File: config.mk
export PLATFORM = sky130hd
export DESIGN_NAME = nearest_neighbor_downscale_gray
export DESIGN_NICKNAME = d
export VERILOG_FILES = /design/src/ndg_pkg.sv /design/src/ndg_pos.sv /design/src/ndg_luma.sv /design/src/nearest_neighbor_downscale_gray.sv
export VERILOG_INCLUDE_DIRS = /design/src /design/src/src
export SDC_FILE = /design/constraint.sdc
export NUM_CORES = 1
export LEC_CHECK = 0
export ABC_AREA = 0
export BUFFER_PORTS_ARGS = -buffer_cell sky130_fd_sc_hd__buf_2
export CAP_MARGIN = 40
export CORE_MARGIN = 3
export CORE_UTILIZATION = 55
export DETAILED_ROUTE_END_ITERATION = 10
export HOLD_SLACK_MARGIN = 0.15
export PLACE_DENSITY = 0.72
export SLEW_MARGIN = 20
export SYNTH_ARGS = -nofsm -noshare
export SYNTH_HDL_FRONTEND = slang
export SYNTH_SLANG_ARGS = --single-unit
File: constraint.sdc
create_clock -name clk -period 13.85 [get_ports clk]
set_input_delay 2.77 -clock clk [delete_from_list [all_inputs] [get_ports clk]]
set_output_delay 2.77 -clock clk [all_outputs]
set_load 0.02 [all_outputs]
File: src/nearest_neighbor_downscale_gray_macros.svh
// Assertion macros used by the downscaler top-level RTL.
// Needs signals named clk and rst_n in the including scope.
`ifndef NEAREST_NEIGHBOR_DOWNSCALE_GRAY_MACROS_SVH
`define NEAREST_NEIGHBOR_DOWNSCALE_GRAY_MACROS_SVH

// The consequent must hold in the same cycle as the antecedent.
`define NDG_ASSERT_NOW(lbl, ante, cons) \
    lbl: assert property (@(posedge clk) disable iff (!rst_n) (ante) |-> (cons)) \
        else $error("assertion failed in %m");

// The consequent must hold in the cycle after the antecedent.
`define NDG_ASSERT_NEXT(lbl, ante, cons) \
    lbl: assert property (@(posedge clk) disable iff (!rst_n) (ante) |=> (cons)) \
        else $error("assertion failed in %m");

`endif

File: src/ndg_pkg.sv
// Shared types, constants and luma tables for the nearest-neighbour downscaler.
// Has no dependencies.
package ndg_pkg;

    localparam int MAX_DIM_DEF = 2048;
    localparam int CFG_W       = 12;
    localparam int IDX_W       = 3;
    localparam int PIX_W       = 16;
    localparam int POS_W       = 11;
    localparam int LUMA_W      = 8;
    localparam int TDATA_W     = 40;
    localparam int PAD_W       = TDATA_W - 2 * POS_W - PIX_W;

    localparam logic [CFG_W-1:0] SRC_WIDTH_RST  = 12'd320;
    localparam logic [CFG_W-1:0] SRC_HEIGHT_RST = 12'd240;
    localparam logic [CFG_W-1:0] DST_WIDTH_RST  = 12'd240;
    localparam logic [CFG_W-1:0] DST_HEIGHT_RST = 12'd240;
    localparam logic             GRAY_MODE_RST  = 1'b1;

    typedef enum logic [IDX_W-1:0] {
        REG_SRC_WIDTH  = 3'd0,
        REG_SRC_HEIGHT = 3'd1,
        REG_DST_WIDTH  = 3'd2,
        REG_DST_HEIGHT = 3'd3,
        REG_GRAY_MODE  = 3'd4
    } reg_index_t;

    typedef struct packed {
        logic [POS_W-1:0] x;
        logic [POS_W-1:0] y;
        logic             last;
        logic [PIX_W-1:0] pixel;
    } sel_item_t;

    localparam int LUMA_R_WEIGHT = 77;
    localparam int LUMA_G_WEIGHT = 150;
    localparam int LUMA_B_WEIGHT = 29;

    typedef logic [15:0] lut32_t [0:31];
    typedef logic [15:0] lut64_t [0:63];

    // Weighted 8-bit expansion of a 5-bit channel.
    function automatic lut32_t build_lut5(input int weight);
        lut32_t t;
        for (int i = 0; i < 32; i++)
        begin
            t[i] = 16'(weight * ((i * 255) / 31));
        end
        return t;
    endfunction

    // Weighted 8-bit expansion of a 6-bit channel.
    function automatic lut64_t build_lut6(input int weight);
        lut64_t t;
        for (int i = 0; i < 64; i++)
        begin
            t[i] = 16'(weight * ((i * 255) / 63));
        end
        return t;
    endfunction

    localparam lut32_t RED_LUT   = build_lut5(LUMA_R_WEIGHT);
    localparam lut64_t GREEN_LUT = build_lut6(LUMA_G_WEIGHT);
    localparam lut32_t BLUE_LUT  = build_lut5(LUMA_B_WEIGHT);

endpackage

File: src/ndg_pos.sv
// Position tracker and pixel selection stage of the downscaler.
// Depends on ndg_pkg.
module ndg_pos
    import ndg_pkg::*;
#(
    parameter int MAX_DIM = MAX_DIM_DEF
)
(
    input  logic                           clk,
    input  logic                           rst_n,
    input  logic                           accept,
    input  logic [PIX_W-1:0]               pixel,
    input  logic                           frame_start,
    input  logic [$clog2(MAX_DIM+1)-1:0]   sw,
    input  logic [$clog2(MAX_DIM+1)-1:0]   sh,
    input  logic [$clog2(MAX_DIM+1)-1:0]   dw,
    input  logic [$clog2(MAX_DIM+1)-1:0]   dh,
    input  logic                           adv,
    output logic                           sel_valid,
    output sel_item_t                      sel_item
);

    localparam int DIM_W = $clog2(MAX_DIM + 1);
    localparam int CNT_W = $clog2(MAX_DIM);
    localparam int SUM_W = 2 * DIM_W;

    logic [CNT_W-1:0] src_col_reg, src_col_next;
    logic [CNT_W-1:0] src_row_reg, src_row_next;
    logic [DIM_W-1:0] dst_col_reg, dst_col_next;
    logic [DIM_W-1:0] dst_row_reg, dst_row_next;
    logic [SUM_W-1:0] col_tgt_reg, col_tgt_next;
    logic [SUM_W-1:0] col_pos_reg, col_pos_next;
    logic [SUM_W-1:0] row_tgt_reg, row_tgt_next;
    logic [SUM_W-1:0] row_pos_reg, row_pos_next;
    logic             row_chosen_reg, row_chosen_next;
    logic             sel_valid_reg, sel_valid_next;
    sel_item_t        sel_reg, sel_next;

    logic [CNT_W-1:0] eff_sc, eff_sr;
    logic [DIM_W-1:0] eff_dc, eff_dr, dr_adv;
    logic [SUM_W-1:0] eff_cts, eff_cps, eff_rts, eff_rps, rts_adv, rps_adv;
    logic             eff_rc, col_sel, row_live, emit, is_last, row_end, frame_end;
    logic             rc_adv;

    // A frame start puts every position back to its reset value first.
    assign eff_sc  = frame_start ? '0 : src_col_reg;
    assign eff_sr  = frame_start ? '0 : src_row_reg;
    assign eff_dc  = frame_start ? '0 : dst_col_reg;
    assign eff_dr  = frame_start ? '0 : dst_row_reg;
    assign eff_cts = frame_start ? '0 : col_tgt_reg;
    assign eff_cps = frame_start ? '0 : col_pos_reg;
    assign eff_rts = frame_start ? '0 : row_tgt_reg;
    assign eff_rps = frame_start ? '0 : row_pos_reg;
    assign eff_rc  = frame_start ? 1'b1 : row_chosen_reg;

    assign col_sel  = (eff_dc < dw) && (eff_cps <= eff_cts)
                      && (eff_cts < eff_cps + SUM_W'(dw));
    assign row_live = eff_rc && (eff_dr < dh);
    assign emit     = col_sel && row_live;
    assign is_last  = (eff_dc == dw - DIM_W'(1)) && (eff_dr == dh - DIM_W'(1));

    assign row_end   = DIM_W'(eff_sc) >= sw - DIM_W'(1);
    assign frame_end = DIM_W'(eff_sr) >= sh - DIM_W'(1);

    assign dr_adv  = row_live ? eff_dr + DIM_W'(1) : eff_dr;
    assign rts_adv = row_live ? eff_rts + SUM_W'(sh) : eff_rts;
    assign rps_adv = eff_rps + SUM_W'(dh);
    assign rc_adv  = (dr_adv < dh) && (rps_adv <= rts_adv)
                     && (rts_adv < rps_adv + SUM_W'(dh));

    always_comb
    begin
        src_col_next    = src_col_reg;
        src_row_next    = src_row_reg;
        dst_col_next    = dst_col_reg;
        dst_row_next    = dst_row_reg;
        col_tgt_next    = col_tgt_reg;
        col_pos_next    = col_pos_reg;
        row_tgt_next    = row_tgt_reg;
        row_pos_next    = row_pos_reg;
        row_chosen_next = row_chosen_reg;
        sel_valid_next  = sel_valid_reg;
        sel_next        = sel_reg;
        if (accept)
        begin
            sel_valid_next = emit;
            sel_next.x     = POS_W'(eff_dc);
            sel_next.y     = POS_W'(eff_dr);
            sel_next.last  = is_last;
            sel_next.pixel = pixel;
            if (row_end)
            begin
                src_col_next = '0;
                dst_col_next = '0;
                col_tgt_next = '0;
                col_pos_next = '0;
                if (frame_end)
                begin
                    src_row_next    = '0;
                    dst_row_next    = '0;
                    row_tgt_next    = '0;
                    row_pos_next    = '0;
                    row_chosen_next = 1'b1;
                end
                else
                begin
                    src_row_next    = eff_sr + CNT_W'(1);
                    dst_row_next    = dr_adv;
                    row_tgt_next    = rts_adv;
                    row_pos_next    = rps_adv;
                    row_chosen_next = rc_adv;
                end
            end
            else
            begin
                src_col_next    = eff_sc + CNT_W'(1);
                col_pos_next    = eff_cps + SUM_W'(dw);
                dst_col_next    = col_sel ? eff_dc + DIM_W'(1) : eff_dc;
                col_tgt_next    = col_sel ? eff_cts + SUM_W'(sw) : eff_cts;
                src_row_next    = eff_sr;
                dst_row_next    = eff_dr;
                row_tgt_next    = eff_rts;
                row_pos_next    = eff_rps;
                row_chosen_next = eff_rc;
            end
        end
        else if (adv)
        begin
            sel_valid_next = 1'b0;
        end
    end

    always_ff @(posedge clk or negedge rst_n)
    begin
        if (!rst_n)
        begin
            src_col_reg    <= '0;
            src_row_reg    <= '0;
            dst_col_reg    <= '0;
            dst_row_reg    <= '0;
            col_tgt_reg    <= '0;
            col_pos_reg    <= '0;
            row_tgt_reg    <= '0;
            row_pos_reg    <= '0;
            row_chosen_reg <= 1'b1;
            sel_valid_reg  <= 1'b0;
        end
        else
        begin
            src_col_reg    <= src_col_next;
            src_row_reg    <= src_row_next;
            dst_col_reg    <= dst_col_next;
            dst_row_reg    <= dst_row_next;
            col_tgt_reg    <= col_tgt_next;
            col_pos_reg    <= col_pos_next;
            row_tgt_reg    <= row_tgt_next;
            row_pos_reg    <= row_pos_next;
            row_chosen_reg <= row_chosen_next;
            sel_valid_reg  <= sel_valid_next;
        end
    end

    always_ff @(posedge clk)
    begin
        sel_reg <= sel_next;
    end

    assign sel_valid = sel_valid_reg;
    assign sel_item  = sel_reg;

endmodule

File: src/ndg_luma.sv
// Output stage of the downscaler: optional RGB565 to luma conversion and result register.
// Depends on ndg_pkg.
module ndg_luma
    import ndg_pkg::*;
(
    input  logic               clk,
    input  logic               rst_n,
    input  logic               sel_valid,
    input  sel_item_t          sel_item,
    input  logic               gray_mode,
    input  logic               m_tready,
    output logic               adv,
    output logic               m_tvalid,
    output logic [TDATA_W-1:0] m_tdata,
    output logic               m_tlast
);

    logic               out_valid_reg, out_valid_next;
    logic [TDATA_W-1:0] out_data_reg, out_data_next;
    logic               out_last_reg, out_last_next;

    logic [4:0]         red;
    logic [5:0]         green;
    logic [4:0]         blue;
    logic [16:0]        luma_sum;
    logic [PIX_W-1:0]   pixel_out;

    assign red   = sel_item.pixel[15:11];
    assign green = sel_item.pixel[10:5];
    assign blue  = sel_item.pixel[4:0];

    assign luma_sum  = 17'(RED_LUT[red]) + 17'(GREEN_LUT[green]) + 17'(BLUE_LUT[blue]);
    assign pixel_out = gray_mode ? PIX_W'(luma_sum[15:8]) : sel_item.pixel;

    assign adv = !out_valid_reg || m_tready;

    always_comb
    begin
        out_valid_next = out_valid_reg;
        out_data_next  = out_data_reg;
        out_last_next  = out_last_reg;
        if (adv)
        begin
            out_valid_next = sel_valid;
            out_data_next  = {{PAD_W{1'b0}}, pixel_out, sel_item.y, sel_item.x};
            out_last_next  = sel_item.last;
        end
    end

    always_ff @(posedge clk or negedge rst_n)
    begin
        if (!rst_n)
        begin
            out_valid_reg <= 1'b0;
        end
        else
        begin
            out_valid_reg <= out_valid_next;
        end
    end

    always_ff @(posedge clk)
    begin
        out_data_reg <= out_data_next;
        out_last_reg <= out_last_next;
    end

    assign m_tvalid = out_valid_reg;
    assign m_tdata  = out_data_reg;
    assign m_tlast  = out_last_reg;

endmodule

File: src/nearest_neighbor_downscale_gray.sv
// Nearest-neighbour downscaler for an RGB565 raster stream, with optional 8-bit luma output.
// Depends on ndg_pkg, ndg_pos, ndg_luma and nearest_neighbor_downscale_gray_macros.svh.
//
// The block takes one source pixel item in every clock cycle unless m_tready stalls the
// output. The rate is set by the two-stage register pipeline: the position tracker
// selects and updates its counters in the cycle an item is accepted, and the output
// stage converts and registers the result. Source items that select no destination
// pixel produce nothing. Sizes are clamped so that only downscaling occurs, and a frame
// start on tuser realigns all positions. There is no clearing pass after reset. The user
// must write configuration only while the block is idle; the block does not enforce it.
`include "nearest_neighbor_downscale_gray_macros.svh"

module nearest_neighbor_downscale_gray
    import ndg_pkg::*;
#(
    parameter int MAX_DIM = MAX_DIM_DEF
)
(
    input  logic               clk,
    input  logic               rst_n,
    input  logic               cfg_we,
    input  logic [IDX_W-1:0]   cfg_index,
    input  logic [CFG_W-1:0]   cfg_data,
    input  logic               s_tvalid,
    output logic               s_tready,
    input  logic [PIX_W-1:0]   s_tdata,   // pixel_in[15:0]
    input  logic               s_tuser,   // frame_start
    output logic               m_tvalid,
    input  logic               m_tready,
    output logic [TDATA_W-1:0] m_tdata,   // dst_x[10:0], dst_y[21:11], pixel_out[37:22], zero
    output logic               m_tlast
);

    localparam int DIM_W = $clog2(MAX_DIM + 1);

    logic [CFG_W-1:0] src_width_reg;
    logic [CFG_W-1:0] src_height_reg;
    logic [CFG_W-1:0] dst_width_reg;
    logic [CFG_W-1:0] dst_height_reg;
    logic             gray_mode_reg;

    logic [DIM_W-1:0] sw, sh, dw, dh;
    logic             accept;
    logic             adv;
    logic             sel_valid;
    sel_item_t        sel_item;

    always_ff @(posedge clk or negedge rst_n)
    begin
        if (!rst_n)
        begin
            src_width_reg  <= SRC_WIDTH_RST;
            src_height_reg <= SRC_HEIGHT_RST;
            dst_width_reg  <= DST_WIDTH_RST;
            dst_height_reg <= DST_HEIGHT_RST;
            gray_mode_reg  <= GRAY_MODE_RST;
        end
        else if (cfg_we)
        begin
            case (cfg_index)
                REG_SRC_WIDTH:  src_width_reg  <= cfg_data;
                REG_SRC_HEIGHT: src_height_reg <= cfg_data;
                REG_DST_WIDTH:  dst_width_reg  <= cfg_data;
                REG_DST_HEIGHT: dst_height_reg <= cfg_data;
                REG_GRAY_MODE:  gray_mode_reg  <= cfg_data[0];
                default: ;
            endcase
        end
    end

    // Source sizes are held to 1..MAX_DIM, destination sizes to 1..source size.
    assign sw = (src_width_reg == '0) ? DIM_W'(1)
              : (32'(src_width_reg) > 32'(MAX_DIM)) ? DIM_W'(MAX_DIM)
              : DIM_W'(src_width_reg);
    assign sh = (src_height_reg == '0) ? DIM_W'(1)
              : (32'(src_height_reg) > 32'(MAX_DIM)) ? DIM_W'(MAX_DIM)
              : DIM_W'(src_height_reg);
    assign dw = (dst_width_reg == '0) ? DIM_W'(1)
              : (32'(dst_width_reg) > 32'(sw)) ? sw
              : DIM_W'(dst_width_reg);
    assign dh = (dst_height_reg == '0) ? DIM_W'(1)
              : (32'(dst_height_reg) > 32'(sh)) ? sh
              : DIM_W'(dst_height_reg);

    assign s_tready = !sel_valid || adv;
    assign accept   = s_tvalid && s_tready;

    ndg_pos #(
        .MAX_DIM (MAX_DIM)
    ) u_pos (
        .clk         (clk),
        .rst_n       (rst_n),
        .accept      (accept),
        .pixel       (s_tdata),
        .frame_start (s_tuser),
        .sw          (sw),
        .sh          (sh),
        .dw          (dw),
        .dh          (dh),
        .adv         (adv),
        .sel_valid   (sel_valid),
        .sel_item    (sel_item)
    );

    ndg_luma u_luma (
        .clk       (clk),
        .rst_n     (rst_n),
        .sel_valid (sel_valid),
        .sel_item  (sel_item),
        .gray_mode (gray_mode_reg),
        .m_tready  (m_tready),
        .adv       (adv),
        .m_tvalid  (m_tvalid),
        .m_tdata   (m_tdata),
        .m_tlast   (m_tlast)
    );

    // A frame start item always selects destination pixel (0,0).
    `NDG_ASSERT_NEXT(a_fs_origin, accept && s_tuser, sel_valid && ({sel_item.x, sel_item.y} == '0))
    // A selected item waiting on a stalled output stage is neither lost nor altered.
    `NDG_ASSERT_NEXT(a_stage_hold, sel_valid && !adv, sel_valid && $stable(sel_item))
    // No item is taken while the selection stage is occupied and cannot move on.
    `NDG_ASSERT_NOW(a_no_overrun, sel_valid && m_tvalid && !m_tready, !accept)

endmodule
---- After elaboration in Yosys (flattened, before gate mapping) ----
Memory sizes are Yosys's and may differ from the RTL's.
Index checks and enable logic that the tools add are counted.
cells by class
  add/sub/neg operators ................... 15
  multipliers ............................. 0
  divide/modulo/power cells ............... 0
  order comparisons ....................... 16
  equality and inequality tests ........... 6
  shifts and indexed selects .............. 0
  multiplexer cells ....................... 44
  bitwise gates (word level) .............. 3
  reductions and logical operators ........ 23
operators with widths
  operator                                                               count
  24-bit two-way mux                                                     12
  12-bit two-way mux                                                     15
  24-bit by 12-bit adder with 24-bit output                              5
  16-bit two-way mux                                                     6
  11-bit two-way mux                                                     5
  24-bit less-or-equal comparator                                        2
  12-bit logical NOT                                                     4
  24-bit less-than comparator                                            2
  12-bit by 1-bit subtractor with 12-bit output (second input constant)  4
  12-bit less-than comparator                                            3
  16-bit adder                                                           2
  12-bit by 1-bit adder with 12-bit output (second input constant)       2
  12-bit equality test                                                   2
  11-bit by 12-bit greater-or-equal comparator with 1-bit output         2
  12-bit greater-than comparator                                         2
  12-bit greater-than comparator (second input constant)                 2
  11-bit by 1-bit adder with 11-bit output (second input constant)       2
  6-bit greater-or-equal comparator (second input constant)              2
  5-bit NOT with 6-bit output                                            2
  2-bit AND reduction                                                    5
  1-bit logical AND                                                      8
  8-bit two-way mux                                                      1
  7-bit greater-or-equal comparator (second input constant)              1
  6-bit NOT with 7-bit output                                            1
  8 further kinds                                                        15
word-level totals
  register bits after elaboration ......... 272
  bits in latches ......................... 0
  memory bits (writable) .................. 0
  ROM bits ................................ 2048
  input bits .............................. 37
  output and inout bits ................... 43
  logic and storage cells ................. 133
  memories ................................ 3
memories
  name              words  bits a word  read ports  clocked after memory_dff  wr ports  line            RTL
  (name not given)  64     16           1           0                         0         ndg_luma.sv:32  assign luma_sum = 17'(RED_LUT[red]) + 17'(GREEN_LUT[green]) + 17'(BLUE_LUT[blue]);
  (name not given)  32     16           1           0                         0         ndg_luma.sv:32
  (name not given)  32     16           1           0                         0         ndg_luma.sv:32

---- Longest topological paths before layout ----
  depth after elaboration ................. 14
  depth in mapped cells ................... 45
  depth with buffers taken out ............ 44

---- Hierarchy ----
From an unflattened synthesis, not the netlist that was laid out.
unflattened totals
  cells, all modules ...................... 2851
  area, all modules ....................... 24830.1 µm²
modules (own cells, without submodules)
  module                           instances  cells each  area an instance (µm²)  sequential area each (µm²)
  ndg_pos                          1          1961        16962.5                 4775.8
  ndg_luma                         1          608         4885.9                  1196.1
  nearest_neighbor_downscale_gray  1          282         2981.6                  1244.9

---- Least setup slack after synthesis ----
Ideal clock, no wire load.
  path kind ............................... input -> register
  from .................................... input s_tuser
  to ...................................... register u_pos.row_chosen_reg
  library setup time ...................... 0.091 ns
  data arrival time ....................... 9.771 ns
  required time ........................... 13.759 ns
  path slack .............................. 3.988 ns
  stages .................................. 39
  buffers on the path ..................... 7
  cell sequence ........................... buf_1 clkbuf_1 clkbuf_1 clkbuf_1 clkbuf_1 clkbuf_1 clkbuf_1 nor2b_1 ha_1 nor2b_1 o21ai_0 nand2b_1 nor3b_1 mux2i_1 nand3b_1 a21oi_1 o21bai_1 a21oi_1 [3 not listed] o41ai_1 a221o_1 nor2b_1 and3_1 xnor2_1 ha_1 a21o_1 a21oi_1 nor2b_1 o21ai_0 nand2b_1 a21oi_1 nor2b_1 o21ai_0 o2111ai_1 nor2_1 o2111ai_1 o31ai_1
on the way
  cells in the longest elaborated chain, start to end .. 9
  elaborated cells between the ends (all ways) .. 23
  classes of those cells .................. 4 x add/sub; 6 x order compare; 10 x mux; 3 x reduce/logical
RTL lines
  what                                                                                               line                                   RTL
  start, declared                                                                                    nearest_neighbor_downscale_gray.sv:27  input logic s_tuser,
  parallel branches: the longest is 8 deep, another holds 24-bit by 12-bit adder with 24-bit output  --
  1-bit two-way mux (*)                                                                              ndg_pos.sv:91                          if (row_end)
  end signal, assigned                                                                               ndg_pos.sv:158                         row_chosen_reg <= row_chosen_next;
  end, declared                                                                                      ndg_pos.sv:35                          logic row_chosen_reg, row_chosen_next;
Mark *: on every way between the ends.
A chain may end at the register's enable or synchronous reset.

---- Worst setup path in the final report ----
  from .................................... register src_height_reg[2]
  to ...................................... register u_pos.row_chosen_reg
on the way
  cells in the longest elaborated chain, start to end .. 14
  elaborated cells between the ends (all ways) .. 23
  classes of those cells .................. 4 x add/sub; 7 x order compare; 8 x mux; 4 x reduce/logical
RTL lines
  what                                                                                               line                                   RTL
  start, declared                                                                                    nearest_neighbor_downscale_gray.sv:37  logic [CFG_W-1:0] src_height_reg;
  start signal, assigned                                                                             nearest_neighbor_downscale_gray.sv:62  REG_SRC_HEIGHT: src_height_reg <= cfg_data;
  12-bit greater-than comparator                                                                     nearest_neighbor_downscale_gray.sv:76  : (32'(src_height_reg) > 32'(MAX_DIM)) ? DIM_W'(MAX_DIM)
  12-bit two-way mux                                                                                 nearest_neighbor_downscale_gray.sv:76
  12-bit two-way mux (*)                                                                             nearest_neighbor_downscale_gray.sv:75  assign sh = (src_height_reg == '0) ? DIM_W'(1)
  parallel branches: the longest is 9 deep, another holds 24-bit by 12-bit adder with 24-bit output  --
  1-bit two-way mux (*)                                                                              ndg_pos.sv:97                          if (frame_end)
  1-bit two-way mux (*)                                                                              ndg_pos.sv:91
Marked as above.

==> impl_metrics.env <==
export IMPL_post_route_period_util_pct=70.9
export IMPL_fmax_ghz=0.102
export IMPL_cp_num_buf_inv=1
export IMPL_drt_iter0_drc=1852
export IMPL_synth_seq_area_share_pct=29.6
export IMPL_hold_path_startpoint="u_pos.sel_item[24]"
export IMPL_leakagePower_nw=12.1
export IMPL_reg2reg_to="u_pos.row_chosen_reg"
export IMPL_final_max_slew_viol_count=0
export IMPL_cts_hold_buf=0
export IMPL_clk_latency_ns=0.55
export IMPL_fin_crit_ns=9.81
export IMPL_top_usage_layer="met2"
export IMPL_antenna_found_initial=1
export IMPL_postCtsSetupBuffers=0
export IMPL_hold_viol=0
export IMPL_powerDensity_nw_per_um2=160
export IMPL_fin_skew_ns=0.0278
export IMPL_cts_resized=0
export IMPL_min_path_cells=0
export IMPL_cpMaxStageDelayCell="o21a_1"
export IMPL_synth_main_ff_cell="dfrtp_1"
export IMPL_antenna_left=0
export IMPL_async_reset_ff_share_pct=71.3
export IMPL_fp_dieW_um=216
export IMPL_viasPerCell=6.28
export IMPL_wl_per_cell_um=20.0
export IMPL_endpoint_kind="register"
export IMPL_clockBufferDepth=3
export IMPL_syn_instance_count=2811
export IMPL_grt_max_degree=69
export IMPL_fin_util_pct=61.0
export IMPL_grt_pass1_wl_um=110000
export IMPL_arrival_ns=10.26
export IMPL_routed_wl_um=68600
export IMPL_rrSetupSlack_ns=4.04
export IMPL_use_met2_pct=47.2
export IMPL_cts_buffers=34
export IMPL_cpPeakStageDelay_ns=0.72
export IMPL_grt_pass1_vias=20800
export IMPL_grt_overflow=0
export IMPL_dieArea_sq_um=46800
export IMPL_gp_congestion=0.964
export IMPL_min_to="u_luma.m_tdata[18]"
export IMPL_vdd_ir_drop_max_v=0.000132
export IMPL_cts_htree_levels=2
export IMPL_final_setup_tns_ns=0
export IMPL_syn_area_sq_um=24300
export IMPL_cts_tree="yes"
export IMPL_slew_headroom_pct=45.5
export IMPL_cts_root_buf="clkbuf_16"
export IMPL_vias=21600
export IMPL_reg2regPathDepth=40
export IMPL_rsz0062_at_grt="no"
export IMPL_dpl_hpwl_um=51300
export IMPL_crit_family="compound AO/OA/AOI/OAI gates"
export IMPL_synth_seq_cells=272
export IMPL_outcome="completed"
export IMPL_synth_cell_type_count=94
export IMPL_io_pins=80
export IMPL_grt_use_total_pct=28.8
export IMPL_row_count=76
export IMPL_core_area_sq_um=43400
export IMPL_clk_pin_slew_ns=0.07
export IMPL_grt_use_met1_pct=39.1
export IMPL_hp_class="reg2reg"
export IMPL_first_pass_iters=6
export IMPL_cap_violations=0
export IMPL_largest_reg_flops=39
export IMPL_worstMarginPinSlew_ns=0.794
export IMPL_timing_rr_start="src_height_reg[2]"
export IMPL_startpoint_type="register"
export IMPL_worstSetupPathType="reg2reg"
export IMPL_die_h_um=216
export IMPL_synth_edf_count=78
export IMPL_path_max_fanout=15
export IMPL_num_nets_final=3166
export IMPL_drcViolationCount=0
export IMPL_io_buffers=77
export IMPL_setup_viol=0
export IMPL_cts_sinks=272
export IMPL_drive_above_1_share_pct=9.85
export IMPL_met3_usage_pct=3.62
export IMPL_yosysWarnings=0
export IMPL_syn_avg_cell_area_sq_um=8.66
export IMPL_critPathRequiredTime_ns=14.30
export IMPL_syn_to_final_growth_pct=8.71
export IMPL_start_util_pct=56.1
[layer usage]
metal	share of wire, %	vias up	wire length, um
met5	0	-	0
met4	3.9	0	2680
met3	6.5	165	4450
met2	45	805	31200
met1	44	10400	30300
li1	-	10200	-
[through the flow]
step | worst slack [ns] | power, mW | std cells | area [sq um] | hold WS [ns]
4_1_cts | 4.25 | 4.21 | 3433 | 26400 | 0.419
3_5_place_dp | 4.24 | 3.30 | 3373 | 25300 | 0.405
5_1_grt | 3.25 | 4.54 | 3438 | 26500 | 0.427
6_report | 4.04 | 4.24 | 3438 | 26500 | 0.417
2_1_floorplan | 3.99 | 2.71 | 2812 | 24300 | 0.400
3_3_place_gp | 4.37 | 3.21 | 3368 | 25200 | 0.402
[area by class of cell]
type / count / area (sq um)
Antenna cell: 1 / 2.50
Clock buffer: 41 / 907
Clock inverter: 19 / 201
Fill cell: 3741 / 16900
Inverter: 177 / 664
Multi-Input combinational cell: 2229 / 16000
Sequential cell: 272 / 7220
Tap cell: 585 / 732
Timing Repair Buffer: 114 / 743
[cells in the mapped netlist, drive strengths merged (43+ instances only)]
master	instances	area, sq um
a21o	57	428
a21oi	180	912
a22o	43	377
clkbuf	114	428
dfrtp	178	4450
edfxtp	78	2340
ha	284	3550
inv	173	649
mux2	57	642
nand2	253	950
nand2b	70	438
nand3	59	295
nand4	44	275
nor2	166	623
nor2b	134	838
nor3	43	220
o21ai	205	1030
xnor2	104	918
xor2	46	403
[where the power goes]
| group | internal (mW) | switching, mW | total [mW] |
|---|---|---|---|
| Combinational | 0.882 | 1.37 | 2.25 |
| Sequential | 0.976 | 0.113 | 1.09 |
| Clock | 0.527 | 0.366 | 0.893 |
[cells in the final DEF, fill, tap and decap left out, types with 11 or more instances in the layout]
cell type  synthesis  layout
buf_2              3      75
clkbuf_16          0      34
a32o_1            13      13
and2_1            18      18
o31ai_1           36      35
o21a_1            29      29
a211oi_1          21      20
mux2_2            56      56
and3_1            33      33
nand2_1          253     251
nand2b_1          70      69
dfrtp_1          178     178
o21bai_1          13      13
fa_1              17      17
or2_2             11      11
a21o_1            57      57
edfxtp_1          78      78
nand4_1           44      44
a21oi_1          179     179
o22ai_1           14      14
nor2_1           166     166
inv_1            172     172
a22o_1            43      43
mux2i_1           35      35
o21ai_0          199     199
nor4_1            16      16
or3_1             12      12
dfstp_2           16      16
nor2b_1          134     134
nand3_1           59      59
ha_1             284     284
xnor2_1          103     103
xor2_1            46      46
o311ai_0          15      15
buf_4              2      32
nor3_1            42      42
a31oi_1           35      35
o211ai_1          23      23
[cell families (layout without fill, tap and decap cells)]
kind of cell | count (synthesis) | after routing | synth area share [%]
AO/OA/AOI/OAI | 766 | 766 | 20.5
XOR/XNOR | 150 | 150 | 5.43
flip-flops | 272 | 272 | 29.6
adder cells (fa/ha/maj) | 303 | 303 | 16.1
multiplexers | 96 | 96 | 4.41
AND/OR/NAND/NOR | 912 | 912 | 19.1
other | 1 | 3 | 0.0154
buffers and inverters | 311 | 351 | 4.87
[worst max path at each step]
stage | from | to | slack (ns) | cells past startpoint
6_report | src_height_reg[2] | u_pos.row_chosen_reg | 4.04 | 40
5_1_grt | src_height_reg[2] | u_pos.row_chosen_reg | 3.25 | 40
4_1_cts | src_width_reg[3] | u_pos.col_tgt_reg[11] | 4.25 | 35
3_5_place_dp | s_tuser | u_pos.col_tgt_reg[5] | 4.24 | 27
3_3_place_gp | s_tuser | u_pos.col_tgt_reg[7] | 4.37 | 26
2_1_floorplan | s_tuser | u_pos.row_chosen_reg | 3.99 | 39
[worst reg2reg max path: cells and delay by family (launching register included)]
kind,cells,cell delay [ns]
compound gates,17,4.30
simple gates,14,2.23
fa+ha+maj,4,1.37
mux,2,0.88
flops,1,0.44
xor+xnor,2,0.27
buf+inv,1,0.24
(Power assumes the default switching activity.)
